<file path="src/rtl/core/dtuc_pkg.sv">
`timescale 1ns / 1ps
`default_nettype none

package dtuc_pkg;

   localparam int TIME_WIDTH = 16;
   localparam int CNT_WIDTH  = 16;
   localparam int COMP_WIDTH = 5;
   localparam int CUP_WIDTH  = 4;

   typedef enum logic [1:0] {
      REQ_TICK   = 2'd0,
      REQ_START  = 2'd1,
      REQ_CANCEL = 2'd2,
      REQ_UNUSED = 2'd3
   } req_code_type;

   typedef enum logic [1:0] {
      LEVEL_MID  = 2'd0,
      LEVEL_LOW  = 2'd1,
      LEVEL_FULL = 2'd2,
      LEVEL_ERR  = 2'd3
   } level_type;

   typedef enum logic [1:0] {
      OUTLET_PURE  = 2'd0,
      OUTLET_HOT   = 2'd1,
      OUTLET_COLD  = 2'd2,
      OUTLET_OTHER = 2'd3
   } outlet_type;

   typedef enum logic [1:0] {
      CSR_NORMAL_MAX  = 2'd0,
      CSR_LOW_MAX     = 2'd1,
      CSR_FEED_PERIOD = 2'd2,
      CSR_NONE        = 2'd3
   } csr_index_type;

   localparam logic [CUP_WIDTH-1:0] CUP_NONE = CUP_WIDTH'(8);

   typedef struct packed {
      logic [1:0]            req_type;
      logic [TIME_WIDTH-1:0] base_time;
      logic [CUP_WIDTH-1:0]  cup_size;
      logic [1:0]            outlet;
      logic                  hot_lowest_setting;
      logic [1:0]            water_level;
      logic                  feed_open;
      logic                  drain_open;
      logic                  startup_done;
   } req_item_type;

   typedef struct packed {
      logic                  dispensing;
      logic                  done_pulse;
      logic                  abort_pulse;
      logic [TIME_WIDTH-1:0] target_ticks;
      logic [TIME_WIDTH-1:0] elapsed_ticks;
      logic [CNT_WIDTH-1:0]  normal_count;
      logic [CNT_WIDTH-1:0]  low_count;
      logic [COMP_WIDTH-1:0] compensation;
   } rsp_item_type;

   typedef struct packed {
      logic                  active;
      logic [TIME_WIDTH-1:0] elapsed;
      logic [TIME_WIDTH-1:0] target;
      logic [CUP_WIDTH-1:0]  held_cup;
      logic [1:0]            held_outlet;
      logic [CNT_WIDTH-1:0]  usage_normal;
      logic [CNT_WIDTH-1:0]  usage_low;
      logic [CNT_WIDTH-1:0]  feed_ticks;
      logic [COMP_WIDTH-1:0] last_comp;
   } state_type;

   typedef struct packed {
      logic [CNT_WIDTH-1:0] normal_count_max;
      logic [CNT_WIDTH-1:0] low_count_max;
      logic [CNT_WIDTH-1:0] feed_period_ticks;
   } cfg_type;

   function automatic logic [2:0] cup_inc(input logic [2:0] cup);
      logic [2:0] r;
      case (cup)
         3'd0, 3'd1: r = 3'd1;
         3'd2, 3'd3: r = 3'd2;
         3'd4, 3'd5: r = 3'd3;
         3'd6:       r = 3'd4;
         default:    r = 3'd5;
      endcase
      return r;
   endfunction

   function automatic logic [CNT_WIDTH-1:0] sat_add(input logic [CNT_WIDTH-1:0] cnt,
                                                    input logic [2:0]           inc,
                                                    input logic [CNT_WIDTH-1:0] max);
      logic [CNT_WIDTH:0] s;
      s = {1'b0, cnt} + {{(CNT_WIDTH-2){1'b0}}, inc};
      return (s >= {1'b0, max}) ? max : s[CNT_WIDTH-1:0];
   endfunction

endpackage

`default_nettype wire

</file>
<file path="src/rtl/core/dtuc_if.sv">
`timescale 1ns / 1ps
`default_nettype none

interface dtuc_req_if;
   logic                             valid;
   logic                             ready;
   logic [1:0]                       req_type;
   logic [dtuc_pkg::TIME_WIDTH-1:0]  base_time;
   logic [dtuc_pkg::CUP_WIDTH-1:0]   cup_size;
   logic [1:0]                       outlet;
   logic                             hot_lowest_setting;
   logic [1:0]                       water_level;
   logic                             feed_open;
   logic                             drain_open;
   logic                             startup_done;

   modport source (output valid, req_type, base_time, cup_size, outlet, hot_lowest_setting,
                   water_level, feed_open, drain_open, startup_done, input ready);
   modport sink   (input valid, req_type, base_time, cup_size, outlet, hot_lowest_setting,
                   water_level, feed_open, drain_open, startup_done, output ready);
endinterface

interface dtuc_rsp_if;
   logic                             valid;
   logic                             ready;
   logic                             dispensing;
   logic                             done_pulse;
   logic                             abort_pulse;
   logic [dtuc_pkg::TIME_WIDTH-1:0]  target_ticks;
   logic [dtuc_pkg::TIME_WIDTH-1:0]  elapsed_ticks;
   logic [dtuc_pkg::CNT_WIDTH-1:0]   normal_count;
   logic [dtuc_pkg::CNT_WIDTH-1:0]   low_count;
   logic [dtuc_pkg::COMP_WIDTH-1:0]  compensation;

   modport source (output valid, dispensing, done_pulse, abort_pulse, target_ticks,
                   elapsed_ticks, normal_count, low_count, compensation, input ready);
   modport sink   (input valid, dispensing, done_pulse, abort_pulse, target_ticks,
                   elapsed_ticks, normal_count, low_count, compensation, output ready);
endinterface

interface dtuc_csr_if;
   logic                            valid;
   logic                            ready;
   logic [1:0]                      index;
   logic [dtuc_pkg::CNT_WIDTH-1:0]  data;

   modport source (output valid, index, data, input ready);
   modport sink   (input valid, index, data, output ready);
endinterface

`default_nettype wire

</file>
<file path="src/rtl/core/dtuc_comp.sv">
`timescale 1ns / 1ps
`default_nettype none

module dtuc_comp (
   input  wire logic [1:0]                       outlet,
   input  wire logic                             hot_lowest_setting,
   input  wire logic [1:0]                       water_level,
   input  wire logic [dtuc_pkg::CNT_WIDTH-1:0]   usage_normal,
   input  wire logic [dtuc_pkg::CNT_WIDTH-1:0]   usage_low,
   output      logic [dtuc_pkg::COMP_WIDTH-1:0]  comp
);

   always_comb begin
      if (outlet == dtuc_pkg::OUTLET_HOT && hot_lowest_setting) begin
         comp = '0;
      end else if (water_level == dtuc_pkg::LEVEL_LOW) begin
         if      (usage_low <= dtuc_pkg::CNT_WIDTH'(3))  comp = dtuc_pkg::COMP_WIDTH'(0);
         else if (usage_low <= dtuc_pkg::CNT_WIDTH'(6))  comp = dtuc_pkg::COMP_WIDTH'(4);
         else if (usage_low <= dtuc_pkg::CNT_WIDTH'(9))  comp = dtuc_pkg::COMP_WIDTH'(7);
         else if (usage_low <= dtuc_pkg::CNT_WIDTH'(12)) comp = dtuc_pkg::COMP_WIDTH'(12);
         else                                            comp = dtuc_pkg::COMP_WIDTH'(16);
      end else begin
         if      (usage_normal <= dtuc_pkg::CNT_WIDTH'(4))  comp = dtuc_pkg::COMP_WIDTH'(0);
         else if (usage_normal <= dtuc_pkg::CNT_WIDTH'(8))  comp = dtuc_pkg::COMP_WIDTH'(4);
         else if (usage_normal <= dtuc_pkg::CNT_WIDTH'(12)) comp = dtuc_pkg::COMP_WIDTH'(7);
         else if (usage_normal <= dtuc_pkg::CNT_WIDTH'(15)) comp = dtuc_pkg::COMP_WIDTH'(10);
         else                                               comp = dtuc_pkg::COMP_WIDTH'(11);
      end
   end

endmodule

`default_nettype wire

</file>
<file path="src/rtl/core/dtuc_step.sv">
`timescale 1ns / 1ps
`default_nettype none

module dtuc_step (
   input  wire dtuc_pkg::req_item_type  item,
   input  wire dtuc_pkg::state_type     cur,
   input  wire dtuc_pkg::cfg_type       cfg,
   output      dtuc_pkg::state_type     nxt,
   output      dtuc_pkg::rsp_item_type  rsp
);

   logic [dtuc_pkg::COMP_WIDTH-1:0] comp;

   dtuc_comp u_comp (
      .outlet             (item.outlet),
      .hot_lowest_setting (item.hot_lowest_setting),
      .water_level        (item.water_level),
      .usage_normal       (cur.usage_normal),
      .usage_low          (cur.usage_low),
      .comp               (comp)
   );

   always_comb begin
      logic [dtuc_pkg::TIME_WIDTH:0]   sum;
      logic [dtuc_pkg::TIME_WIDTH-1:0] el1;
      logic [dtuc_pkg::CNT_WIDTH-1:0]  ft1;
      logic                            low;
      logic                            done;
      logic                            abrt;

      nxt  = cur;
      done = 1'b0;
      abrt = 1'b0;
      low  = (item.water_level == dtuc_pkg::LEVEL_LOW);
      sum  = {1'b0, item.base_time} +
             {{(dtuc_pkg::TIME_WIDTH+1-dtuc_pkg::COMP_WIDTH){1'b0}}, comp};
      el1  = cur.elapsed + dtuc_pkg::TIME_WIDTH'(1);
      ft1  = cur.feed_ticks + dtuc_pkg::CNT_WIDTH'(1);

      case (item.req_type)
         dtuc_pkg::REQ_START: begin
            nxt.last_comp   = comp;
            nxt.target      = sum[dtuc_pkg::TIME_WIDTH] ? '1 : sum[dtuc_pkg::TIME_WIDTH-1:0];
            nxt.elapsed     = '0;
            nxt.active      = 1'b1;
            nxt.held_cup    = item.cup_size;
            nxt.held_outlet = item.outlet;
         end
         dtuc_pkg::REQ_CANCEL: begin
            nxt.active  = 1'b0;
            nxt.elapsed = '0;
            nxt.target  = '0;
         end
         dtuc_pkg::REQ_TICK: begin
            if (cur.active) begin
               if (el1 >= cur.target) begin
                  nxt.active  = 1'b0;
                  nxt.elapsed = '0;
                  nxt.target  = '0;
                  done        = 1'b1;
                  if (cur.held_cup < dtuc_pkg::CUP_NONE) begin
                     if (low) begin
                        nxt.usage_low = dtuc_pkg::sat_add(cur.usage_low,
                           dtuc_pkg::cup_inc(cur.held_cup[2:0]), cfg.low_count_max);
                     end else begin
                        nxt.usage_normal = dtuc_pkg::sat_add(cur.usage_normal,
                           dtuc_pkg::cup_inc(cur.held_cup[2:0]), cfg.normal_count_max);
                     end
                  end
               end else if ((cur.held_outlet == dtuc_pkg::OUTLET_HOT ||
                             cur.held_outlet == dtuc_pkg::OUTLET_PURE) && low) begin
                  nxt.active  = 1'b0;
                  nxt.elapsed = '0;
                  nxt.target  = '0;
                  abrt        = 1'b1;
               end else begin
                  nxt.elapsed = el1;
               end
            end else begin
               nxt.elapsed = '0;
            end

            // feed accounting
            if (!item.startup_done || item.water_level == dtuc_pkg::LEVEL_FULL ||
                item.water_level == dtuc_pkg::LEVEL_ERR) begin
               nxt.feed_ticks   = '0;
               nxt.usage_normal = '0;
               nxt.usage_low    = '0;
            end else begin
               if (low) begin
                  nxt.usage_normal = cfg.normal_count_max;
               end
               if (item.feed_open && !item.drain_open) begin
                  if (ft1 >= cfg.feed_period_ticks) begin
                     nxt.feed_ticks = '0;
                     if (low) begin
                        if (nxt.usage_low != '0) begin
                           nxt.usage_low = nxt.usage_low - dtuc_pkg::CNT_WIDTH'(1);
                        end
                     end else begin
                        if (nxt.usage_normal != '0) begin
                           nxt.usage_normal = nxt.usage_normal - dtuc_pkg::CNT_WIDTH'(1);
                        end
                     end
                  end else begin
                     nxt.feed_ticks = ft1;
                  end
               end else begin
                  nxt.feed_ticks = '0;
               end
            end
         end
         default: begin
         end
      endcase

      rsp.dispensing    = nxt.active;
      rsp.done_pulse    = done;
      rsp.abort_pulse   = abrt;
      rsp.target_ticks  = nxt.target;
      rsp.elapsed_ticks = nxt.elapsed;
      rsp.normal_count  = nxt.usage_normal;
      rsp.low_count     = nxt.usage_low;
      rsp.compensation  = nxt.last_comp;
   end

endmodule

`default_nettype wire

</file>
<file path="src/rtl/core/dispense_timer_with_usage_compensation.sv">
`timescale 1ns / 1ps
`default_nettype none

// Channel    Port       Dir  Carries
// request    req_chan   in   tick / start / cancel item with level and valve inputs
// response   rsp_chan   out  dispense status, timer values, usage counters
// config     csr_chan   in   register index and write data
//
// One item per cycle sustained while rsp_chan is ready; an item's result reaches rsp_chan once
// it advances (input register on acceptance, state update into the result register on advance).
// All state advances when the input register hands its item to the result register.
// Synchronous active-high reset; config is written at once, csr_chan.ready is always high.
// A stalled rsp_chan holds the result register; req_chan keeps accepting until both
// registers are full.

module dispense_timer_with_usage_compensation (
   input wire logic clock,
   input wire logic reset,
   dtuc_req_if.sink   req_chan,
   dtuc_rsp_if.source rsp_chan,
   dtuc_csr_if.sink   csr_chan
);

   logic                    in_valid_ff;
   logic                    in_valid_in;
   dtuc_pkg::req_item_type  in_item_ff;
   logic                    out_valid_ff;
   logic                    out_valid_in;
   dtuc_pkg::rsp_item_type  out_item_ff;
   dtuc_pkg::rsp_item_type  out_item_in;
   dtuc_pkg::state_type     st_ff;
   dtuc_pkg::state_type     st_in;
   dtuc_pkg::cfg_type       cfg_ff;
   dtuc_pkg::cfg_type       cfg_in;
   dtuc_pkg::req_item_type  req_item;
   logic                    advance;
   logic                    req_take;

   assign req_item.req_type           = req_chan.req_type;
   assign req_item.base_time          = req_chan.base_time;
   assign req_item.cup_size           = req_chan.cup_size;
   assign req_item.outlet             = req_chan.outlet;
   assign req_item.hot_lowest_setting = req_chan.hot_lowest_setting;
   assign req_item.water_level        = req_chan.water_level;
   assign req_item.feed_open          = req_chan.feed_open;
   assign req_item.drain_open         = req_chan.drain_open;
   assign req_item.startup_done       = req_chan.startup_done;

   assign advance        = in_valid_ff && (!out_valid_ff || rsp_chan.ready);
   assign req_chan.ready = !in_valid_ff || advance;
   assign req_take       = req_chan.valid && req_chan.ready;
   assign csr_chan.ready = 1'b1;

   dtuc_step u_step (
      .item (in_item_ff),
      .cur  (st_ff),
      .cfg  (cfg_ff),
      .nxt  (st_in),
      .rsp  (out_item_in)
   );

   always_comb begin
      in_valid_in  = req_take || (in_valid_ff && !advance);
      out_valid_in = advance || (out_valid_ff && !rsp_chan.ready);
      cfg_in       = cfg_ff;
      if (csr_chan.valid) begin
         unique case (csr_chan.index)
            dtuc_pkg::CSR_NORMAL_MAX:  cfg_in.normal_count_max  = csr_chan.data;
            dtuc_pkg::CSR_LOW_MAX:     cfg_in.low_count_max     = csr_chan.data;
            dtuc_pkg::CSR_FEED_PERIOD: cfg_in.feed_period_ticks = csr_chan.data;
            default: begin
            end
         endcase
      end
   end

   always_ff @(posedge clock) begin
      if (reset) begin
         in_valid_ff  <= 1'b0;
         out_valid_ff <= 1'b0;
         cfg_ff.normal_count_max  <= dtuc_pkg::CNT_WIDTH'(28);
         cfg_ff.low_count_max     <= dtuc_pkg::CNT_WIDTH'(14);
         cfg_ff.feed_period_ticks <= dtuc_pkg::CNT_WIDTH'(600);
         st_ff.active       <= 1'b0;
         st_ff.elapsed      <= '0;
         st_ff.target       <= '0;
         st_ff.held_cup     <= dtuc_pkg::CUP_NONE;
         st_ff.held_outlet  <= dtuc_pkg::OUTLET_OTHER;
         st_ff.usage_normal <= '0;
         st_ff.usage_low    <= '0;
         st_ff.feed_ticks   <= '0;
         st_ff.last_comp    <= '0;
      end else begin
         in_valid_ff  <= in_valid_in;
         out_valid_ff <= out_valid_in;
         cfg_ff       <= cfg_in;
         if (advance) begin
            st_ff <= st_in;
         end
      end
   end

   always_ff @(posedge clock) begin
      if (req_take) begin
         in_item_ff <= req_item;
      end
      if (advance) begin
         out_item_ff <= out_item_in;
      end
   end

   assign rsp_chan.valid         = out_valid_ff;
   assign rsp_chan.dispensing    = out_item_ff.dispensing;
   assign rsp_chan.done_pulse    = out_item_ff.done_pulse;
   assign rsp_chan.abort_pulse   = out_item_ff.abort_pulse;
   assign rsp_chan.target_ticks  = out_item_ff.target_ticks;
   assign rsp_chan.elapsed_ticks = out_item_ff.elapsed_ticks;
   assign rsp_chan.normal_count  = out_item_ff.normal_count;
   assign rsp_chan.low_count     = out_item_ff.low_count;
   assign rsp_chan.compensation  = out_item_ff.compensation;

`ifndef SYNTHESIS
   a_pulse_excl: assert property (@(posedge clock) disable iff (reset)
      out_valid_ff |-> !(out_item_ff.done_pulse && out_item_ff.abort_pulse))
      else $error("done and abort in the same item");

   a_end_idle: assert property (@(posedge clock) disable iff (reset)
      out_valid_ff && (out_item_ff.done_pulse || out_item_ff.abort_pulse)
      |-> !out_item_ff.dispensing && out_item_ff.target_ticks == '0)
      else $error("dispense still active after end");

   a_state_hold: assert property (@(posedge clock) disable iff (reset)
      !advance |=> $stable(st_ff))
      else $error("state changed without an item");

   a_item_kept: assert property (@(posedge clock) disable iff (reset)
      in_valid_ff && !advance |=> in_valid_ff)
      else $error("pending item dropped");
`endif

endmodule

`default_nettype wire
</file>
<file path="src/flat_wrapper.sv">
// flat-port wrapper written by rule: the top's interface ports become plain ports
module dispense_timer_with_usage_compensation_flat 
  (clock, reset, req_chan_valid, req_chan_req_type, req_chan_base_time, req_chan_cup_size, req_chan_outlet, req_chan_hot_lowest_setting, req_chan_water_level, req_chan_feed_open, req_chan_drain_open, req_chan_startup_done, req_chan_ready, rsp_chan_valid, rsp_chan_dispensing, rsp_chan_done_pulse, rsp_chan_abort_pulse, rsp_chan_target_ticks, rsp_chan_elapsed_ticks, rsp_chan_normal_count, rsp_chan_low_count, rsp_chan_compensation, rsp_chan_ready, csr_chan_valid, csr_chan_index, csr_chan_data, csr_chan_ready);
  dtuc_req_if req_chan_i ();
  dtuc_rsp_if rsp_chan_i ();
  dtuc_csr_if csr_chan_i ();
  input wire logic clock;
  input wire logic reset;
  input wire logic [$bits(req_chan_i.valid)-1:0] req_chan_valid;
  input wire logic [$bits(req_chan_i.req_type)-1:0] req_chan_req_type;
  input wire logic [$bits(req_chan_i.base_time)-1:0] req_chan_base_time;
  input wire logic [$bits(req_chan_i.cup_size)-1:0] req_chan_cup_size;
  input wire logic [$bits(req_chan_i.outlet)-1:0] req_chan_outlet;
  input wire logic [$bits(req_chan_i.hot_lowest_setting)-1:0] req_chan_hot_lowest_setting;
  input wire logic [$bits(req_chan_i.water_level)-1:0] req_chan_water_level;
  input wire logic [$bits(req_chan_i.feed_open)-1:0] req_chan_feed_open;
  input wire logic [$bits(req_chan_i.drain_open)-1:0] req_chan_drain_open;
  input wire logic [$bits(req_chan_i.startup_done)-1:0] req_chan_startup_done;
  output wire logic [$bits(req_chan_i.ready)-1:0] req_chan_ready;
  output wire logic [$bits(rsp_chan_i.valid)-1:0] rsp_chan_valid;
  output wire logic [$bits(rsp_chan_i.dispensing)-1:0] rsp_chan_dispensing;
  output wire logic [$bits(rsp_chan_i.done_pulse)-1:0] rsp_chan_done_pulse;
  output wire logic [$bits(rsp_chan_i.abort_pulse)-1:0] rsp_chan_abort_pulse;
  output wire logic [$bits(rsp_chan_i.target_ticks)-1:0] rsp_chan_target_ticks;
  output wire logic [$bits(rsp_chan_i.elapsed_ticks)-1:0] rsp_chan_elapsed_ticks;
  output wire logic [$bits(rsp_chan_i.normal_count)-1:0] rsp_chan_normal_count;
  output wire logic [$bits(rsp_chan_i.low_count)-1:0] rsp_chan_low_count;
  output wire logic [$bits(rsp_chan_i.compensation)-1:0] rsp_chan_compensation;
  input wire logic [$bits(rsp_chan_i.ready)-1:0] rsp_chan_ready;
  input wire logic [$bits(csr_chan_i.valid)-1:0] csr_chan_valid;
  input wire logic [$bits(csr_chan_i.index)-1:0] csr_chan_index;
  input wire logic [$bits(csr_chan_i.data)-1:0] csr_chan_data;
  output wire logic [$bits(csr_chan_i.ready)-1:0] csr_chan_ready;
  assign req_chan_i.valid = req_chan_valid;
  assign req_chan_i.req_type = req_chan_req_type;
  assign req_chan_i.base_time = req_chan_base_time;
  assign req_chan_i.cup_size = req_chan_cup_size;
  assign req_chan_i.outlet = req_chan_outlet;
  assign req_chan_i.hot_lowest_setting = req_chan_hot_lowest_setting;
  assign req_chan_i.water_level = req_chan_water_level;
  assign req_chan_i.feed_open = req_chan_feed_open;
  assign req_chan_i.drain_open = req_chan_drain_open;
  assign req_chan_i.startup_done = req_chan_startup_done;
  assign req_chan_ready = req_chan_i.ready;
  assign rsp_chan_valid = rsp_chan_i.valid;
  assign rsp_chan_dispensing = rsp_chan_i.dispensing;
  assign rsp_chan_done_pulse = rsp_chan_i.done_pulse;
  assign rsp_chan_abort_pulse = rsp_chan_i.abort_pulse;
  assign rsp_chan_target_ticks = rsp_chan_i.target_ticks;
  assign rsp_chan_elapsed_ticks = rsp_chan_i.elapsed_ticks;
  assign rsp_chan_normal_count = rsp_chan_i.normal_count;
  assign rsp_chan_low_count = rsp_chan_i.low_count;
  assign rsp_chan_compensation = rsp_chan_i.compensation;
  assign rsp_chan_i.ready = rsp_chan_ready;
  assign csr_chan_i.valid = csr_chan_valid;
  assign csr_chan_i.index = csr_chan_index;
  assign csr_chan_i.data = csr_chan_data;
  assign csr_chan_ready = csr_chan_i.ready;
  dispense_timer_with_usage_compensation u_core (.clock(clock), .reset(reset), .req_chan(req_chan_i), .rsp_chan(rsp_chan_i), .csr_chan(csr_chan_i));
endmodule
</file>
<file path="config.mk">
export PLATFORM = sky130hd
export DESIGN_NAME = dispense_timer_with_usage_compensation_flat
export DESIGN_NICKNAME = d
export VERILOG_FILES = /design/src/rtl/core/dtuc_pkg.sv /design/src/rtl/core/dtuc_if.sv /design/src/rtl/core/dtuc_comp.sv /design/src/rtl/core/dtuc_step.sv /design/src/rtl/core/dispense_timer_with_usage_compensation.sv /design/src/flat_wrapper.sv
export SDC_FILE = /design/constraint.sdc
export NUM_CORES = 1
export LEC_CHECK = 0
export ABC_AREA = 1
export BUFFER_PORTS_ARGS = -buffer_cell sky130_fd_sc_hd__buf_4
export CORE_UTILIZATION = 45
export CTS_BUF_LIST = sky130_fd_sc_hd__clkbuf_4
export DETAILED_ROUTE_END_ITERATION = 7
export GPL_TIMING_DRIVEN = 1
export PLACE_DENSITY_LB_ADDON = 0.25
export SYNTH_ARGS = -nofsm -noshare
export SYNTH_HDL_FRONTEND = slang
export SYNTH_HIERARCHICAL = 1
export SYNTH_SLANG_ARGS = --single-unit
</file>
<file path="constraint.sdc">
create_clock -name clock -period 4.95 [get_ports clock]
set_clock_uncertainty 0.1 [all_clocks]
set_input_delay 0.495 -clock clock [delete_from_list [all_inputs] [get_ports clock]]
set_output_delay 0.495 -clock clock [all_outputs]
set_load 0.02 [all_outputs]
</file>
==> flow_summary.ini, run 1 <==
[outcome]
status = complete, but fails checks
violations = setup timing

[setup_path]
slowest_stage = dfxtp_4
startpoint = u_core/st_ff[56]$_SDFFE_PP0P_
worstSetupPathType = reg2reg
critPathMaxFanout = 7
max_stage_delay_ps = 390
r2r-start = u_core/st_ff[56]$_SDFFE_PP0P_
endpoint_kind = flop
crit_required_ps = 5530
arrival_ps = 5750
cp-start-kind = flop

[floorplan]
ios = 128
coreArea_sq_um = 36900
die_y_um = 196
initial_core_util_pct = 46.1
die_area_sq_um = 38500
die_w_um = 196
num_rows = 70

[cts]
cts.reportedPaths.clkPinSlew_ps = 70
cts_buffer_depth = 3
cts_buffers = 70
clock_latency_ps = 780
h-tree-depth = 3
cts.sink_count = 243
cts_tree = done
clock-root-buffer = clkbuf_4

[hold_path]
worstHoldStart = csr_chan_valid
hp-class = in2reg

[placed_design]
place_congestion = 1.02
postPlaceCellArea_sq_um = 18900
port_buffers = 126
post-place-cells = 3082
dp_hpwl_mm = 38.6

[grt]
track_usage_pct = 27.8
grt_max_degree = 100
grt_antenna_before_repair = 1
grt_pass1_wl_mm = 84.7
grt_pass1_vias = 16200
grt.overflow.total = 0

[routing]
routed_via_density = 5.16
wl_met2_mm = 25.2
dr.pass1.iters = 5
wire_per_inst_um = 16.5
totalWireLength_mm = 54.6
drtIter0Drc = 1114
routed.top_layer = met4
wl_met1_mm = 24.5
drcViolationCount = 0
met3_length_mm = 3.29
detail-route-antenna-nets = 0
vias = 17100

[final_layout]
nets = 2893
final_cell_mix = 493 x nand2_1, 358 x inv_1, 327 x buf_4, 236 x nor2_1, 192 x nand3_1
multi_input_area_sq_um = 9700
areaGrowthSynthToFinish_pct = 29.8
stdcell_count = 3314
fin_area_sq_um = 22100
final_common_cell = nand2_1
fillers = 3437
drive_above_1_share_pct = 27.5
finish.utilization_pct = 59.8
ff_latch_area_sq_um = 5900

[power_and_ir_drop]
powerDensity_nw_per_um2 = 279
p_leak_nw = 10.3
totalPowerFinal_mw = 6.16
vdd_ir_drop_max_uv = 219

[timing]
slew_violations = 0
rsz0062_at_grt = true
relSlewSlack_pct = 27.6
setup_viol = 56
hold_viol_final = 0
period_share_pct = 104
fmax_ghz = 0.193
setup-tns-final_ps = -6640
worst_pin_slew_ps = 1080
fin_crit_ps = 5170
fin_ws_ps = -218

[synth]
netlist_instances = 2441
synth.cell_area_sq_um = 17000
ys.warnings.count = 6
synthesis.nets = 2581
syn-mean-instance-area_sq_um = 6.96

[flow_run]
maxCapViolCount = 0
==> timing repair <==
item,4_1_cts,5_1_grt
buffers inserted,21,29
hold buffers,54,0
gates cloned,1,0
setup endpoints to repair,73,96
pin swaps,60,105
hold endpoints to repair,80,0
resized for setup,124,177
==> where the power goes <==
part	internal [mW]	switching, mW	leakage, nW
Sequential	2.22	0.114	2.15
Combinational	0.731	1.02	7.63
Clock	1.13	0.939	0.571
Total	4.08	2.07	10.3
==> sequential cells by signal (all words and copies together) (netlist names), 5 cells and up <==
name                           flops
u_core/rsp_chan.elapsed_ticks     16
u_core/rsp_chan.compensation       5
u_core/rsp_chan.low_count         16
u_core/cfg_ff                     48
u_core/rsp_chan.normal_count      16
u_core/in_item_ff                 30
u_core/st_ff                      91
u_core/rsp_chan.target_ticks      16
==> through the flow <==
step                      hold slack, ps  setup slack [ps]
after floorplan                      329              87.5
after global placement               345              -597
after detailed placement             344              -747
after CTS                           55.0              -145
after global routing                83.6              -514
final                                115              -218
==> metal layers <==
layer | global-route usage (%) | vias to the layer above
li1 | - | 8457
met1 | 37.4 | 7977
met2 | 44.4 | 565
met3 | 4.78 | 104
met4 | 11.0 | 0
met5 | 0 | -
==> worst paths after layout <==
path / end / slack (ps) / cells past startpoint
max: u_core/st_ff[52]$_SDFFE_PP0P_ / -220 / 36
max reg2reg: u_core/st_ff[52]$_SDFFE_PP0P_ / -220 / 36
min: u_core/cfg_ff[35]$_SDFFE_PP1P_ / 110 / 3
min reg2reg: u_core/cfg_ff[35]$_SDFFE_PP1P_ / 360 / 2
==> cell type report <==
cell class,instances,share of cell area (%)
clock inverter,15,0.579
timing repair buffer,410,15.2
sequential,243,26.7
inverter,392,6.79
multi-input combinational,1636,44.0
clock buffer,112,3.81
antenna,2,0.0227
tap,504,2.86
==> critical path, delay by kind of cell, from the launching register on <==
kind / cells / cell delay [ps]
and+or+nand+nor: 21 / 2380
DFF: 1 / 390
adders and majority gates: 5 / 1120
buffers and inverters: 8 / 810
xor gates and xnor gates: 1 / 180
AOI/OAI and AO/OA: 1 / 60
Note: power is estimated with default switching activity, not from simulation.
==> run 2, diff against run 1 <==
--- a/config.mk
+++ b/config.mk
@@ -7,11 +7,12 @@
 export LEC_CHECK = 0
 export ABC_AREA = 1
 export BUFFER_PORTS_ARGS = -buffer_cell sky130_fd_sc_hd__buf_4
+export CORE_MARGIN = 2
 export CORE_UTILIZATION = 45
 export CTS_BUF_LIST = sky130_fd_sc_hd__clkbuf_4
 export DETAILED_ROUTE_END_ITERATION = 7
 export GPL_TIMING_DRIVEN = 1
-export PLACE_DENSITY_LB_ADDON = 0.25
+export PLACE_DENSITY_LB_ADDON = 0.12
 export SYNTH_ARGS = -nofsm -noshare
 export SYNTH_HDL_FRONTEND = slang
 export SYNTH_HIERARCHICAL = 1
==> run 2 against run 1 <==
Effect of this change: the flow still finishes with violations (setup timing); wire length increased by 1.6%; flip-flop and latch count unchanged; clock power about the same; worst hold slack got worse by 11 ps; fmax decreased by 2.2%; highest routed layer unchanged; first-iteration DRC count decreased by 1.7%; largest power group unchanged; design area increased by 3.6%; combinational power increased by 7%; setup slack got worse by 110 ps; sequential power about the same; sequential share of layout area decreased by 0.91 points.
==> flow_summary.ini, run 2 (same netlist as run 1, synthesis figures left out) <==
[timing]
worst_pin_slew_ps = 1400
period_share_pct = 107
slew_violations = 0
fin_crit_ps = 5280
rsz0062_at_grt = true
fin_hold_ws_ps = 104
fmax_ghz = 0.189
setup_viol = 63
relSlewSlack_pct = 6.16
hold_viol_final = 0
fin_ws_ps = -333

[placed_design]
place_congestion = 0.943
dp_hpwl_mm = 38.3
port_buffers = 126
post-place-cells = 3094
postPlaceCellArea_sq_um = 19000

[cts]
h-tree-depth = 3
cts.sink_count = 243
clock-root-buffer = clkbuf_4
cts_buffers = 72
cts.reportedPaths.clkPinSlew_ps = 70
cts_buffer_depth = 3
clock_latency_ps = 780
cts_tree = done

[floorplan]
die_area_sq_um = 39300
num_rows = 71
initial_core_util_pct = 45.4
coreArea_sq_um = 37400
die_w_um = 198
die_y_um = 198
ios = 128

[routing]
met3_length_mm = 3.76
vias = 17100
wl_met2_mm = 25.5
totalWireLength_mm = 55.5
wl_met1_mm = 24.7
dr.pass1.iters = 6
drtIter0Drc = 1095
drcViolationCount = 0
routed_via_density = 5.09
wire_per_inst_um = 16.5
detail-route-antenna-nets = 0
routed.top_layer = met4

[setup_path]
critPathBufInv = 8
max_stage_delay_ps = 370
crit_required_ps = 5340
r2r-start = u_core/st_ff[57]$_SDFFE_PP0P_
cp-start-kind = flop
critPathMaxFanout = 6
endpoint_kind = flop
worstSetupPathType = reg2reg
path_common_cell = nand2_1
arrival_ps = 5670
worst_r2r_path_depth = 39
crit_family = simple AND/OR/NAND/NOR gates
slowest_stage = fa_2
reg2reg_to = u_core/rsp_chan.low_count[0]$_DFFE_PP_
r2r_slack_ps = -330

[flow_run]
maxCapViolCount = 0

[grt]
grt_pass1_vias = 15700
track_usage_pct = 27.6
grt_antenna_before_repair = 1
grt.overflow.total = 0
grt_pass1_wl_mm = 84.4
grt_max_degree = 93

[power_and_ir_drop]
powerDensity_nw_per_um2 = 275
totalPowerFinal_mw = 6.28
vdd_ir_drop_max_uv = 237
p_leak_nw = 10.7

[final_layout]
areaGrowthSynthToFinish_pct = 34.5
final_common_cell = nand2_1
nets = 2924
drive_above_1_share_pct = 30.4
fin_area_sq_um = 22800
reg_top3 = u_core/st_ff (91), u_core/cfg_ff (48), u_core/in_item_ff (30)
final_cell_mix = 469 x nand2_1, 355 x buf_4, 349 x inv_1, 230 x nor2_1, 183 x nand3_1
fillers = 3434
top_register = u_core/st_ff
largest_register_ffs = 91
stdcell_count = 3356
finish.utilization_pct = 61.1

[outcome]
violations = setup timing
status = complete, but fails checks

[hold_path]
worstHoldStart = csr_chan_valid
hold_end = u_core/cfg_ff[34]$_SDFFE_PP1P_
hp-class = in2reg
min_path_cells = 3
==> run 2: cell types whose count changed in the layout (fill, tap and decap cells not counted), moves of 8 or more <==
cell / delta
buf_4: +28
nand2_1: -24
nand2_4: +16
inv_2: +11
clkbuf_4: -9
inv_1: -9
nand3_1: -9
xor2_1: -9
clkinv_1: +8
==> run 2: tightest hold or removal path, cell delays in order <==
cell,delay [ps]
buf_4,220
nand3_1,130
nand3_1,70
==> run 2: final cells by class <==
type | instances | area, sq um | area share, %
Antenna cell | 2 | 5.00 | 0.0219
Clock inverter | 30 | 214 | 0.937
Inverter | 392 | 1490 | 6.53
Clock buffer | 103 | 773 | 3.38
Multi-Input combinational cell | 1637 | 10200 | 44.7
Tap cell | 511 | 639 | 2.80
Sequential cell | 243 | 5900 | 25.8
Timing Repair Buffer | 438 | 3610 | 15.8
==> run 2: through the flow <==
stage | setup TNS (ps) | setup WS [ps]
CTS | -1820 | -130
finish | -8920 | -333
global placement | -19460 | -513
global route | -23480 | -557
detailed placement | -26840 | -630
floorplan | 0 | 87.5
==> run 2: routing by layer <==
layer  global-route usage (%)  vias up
li1                         -     8536
met1                     37.1     7906
met2                     43.4      544
met3                     6.06       94
met4                     10.1        0
met5                        0        -
==> run 2: how the worst max path moves through the flow <==
stage                     slack (ps)                                         to                          start  cells past startpoint
after detailed placement        -630              u_core/st_ff[30]$_SDFFE_PP0P_  u_core/st_ff[56]$_SDFFE_PP0P_                     39
final                           -330     u_core/rsp_chan.low_count[0]$_DFFE_PP_  u_core/st_ff[57]$_SDFFE_PP0P_                     39
after CTS                       -130              u_core/st_ff[33]$_SDFFE_PP0P_  u_core/st_ff[57]$_SDFFE_PP0P_                     42
after floorplan                   90  u_core/rsp_chan.normal_count[6]$_DFFE_PP_  u_core/st_ff[57]$_SDFFE_PP0P_                     35
after global placement          -510              u_core/st_ff[30]$_SDFFE_PP0P_  u_core/st_ff[56]$_SDFFE_PP0P_                     39
after global routing            -560     u_core/rsp_chan.low_count[0]$_DFFE_PP_  u_core/st_ff[57]$_SDFFE_PP0P_                     39
==> run 2: repair_timing <==
item,CTS,global route
setup buffers,32,43
gates cloned,3,1
hold buffers,53,0
pin swaps,76,135
gates resized for setup,176,230
endpoints found under the hold margin,80,0
endpoints found under the setup margin,64,68
==> run 2: power by group <==
| part | internal (mW) | switching (mW) | total [mW] |
|---|---|---|---|
| Sequential | 2.22 | 0.106 | 2.32 |
| Clock | 1.13 | 0.954 | 2.08 |
| Combinational | 0.787 | 1.09 | 1.87 |
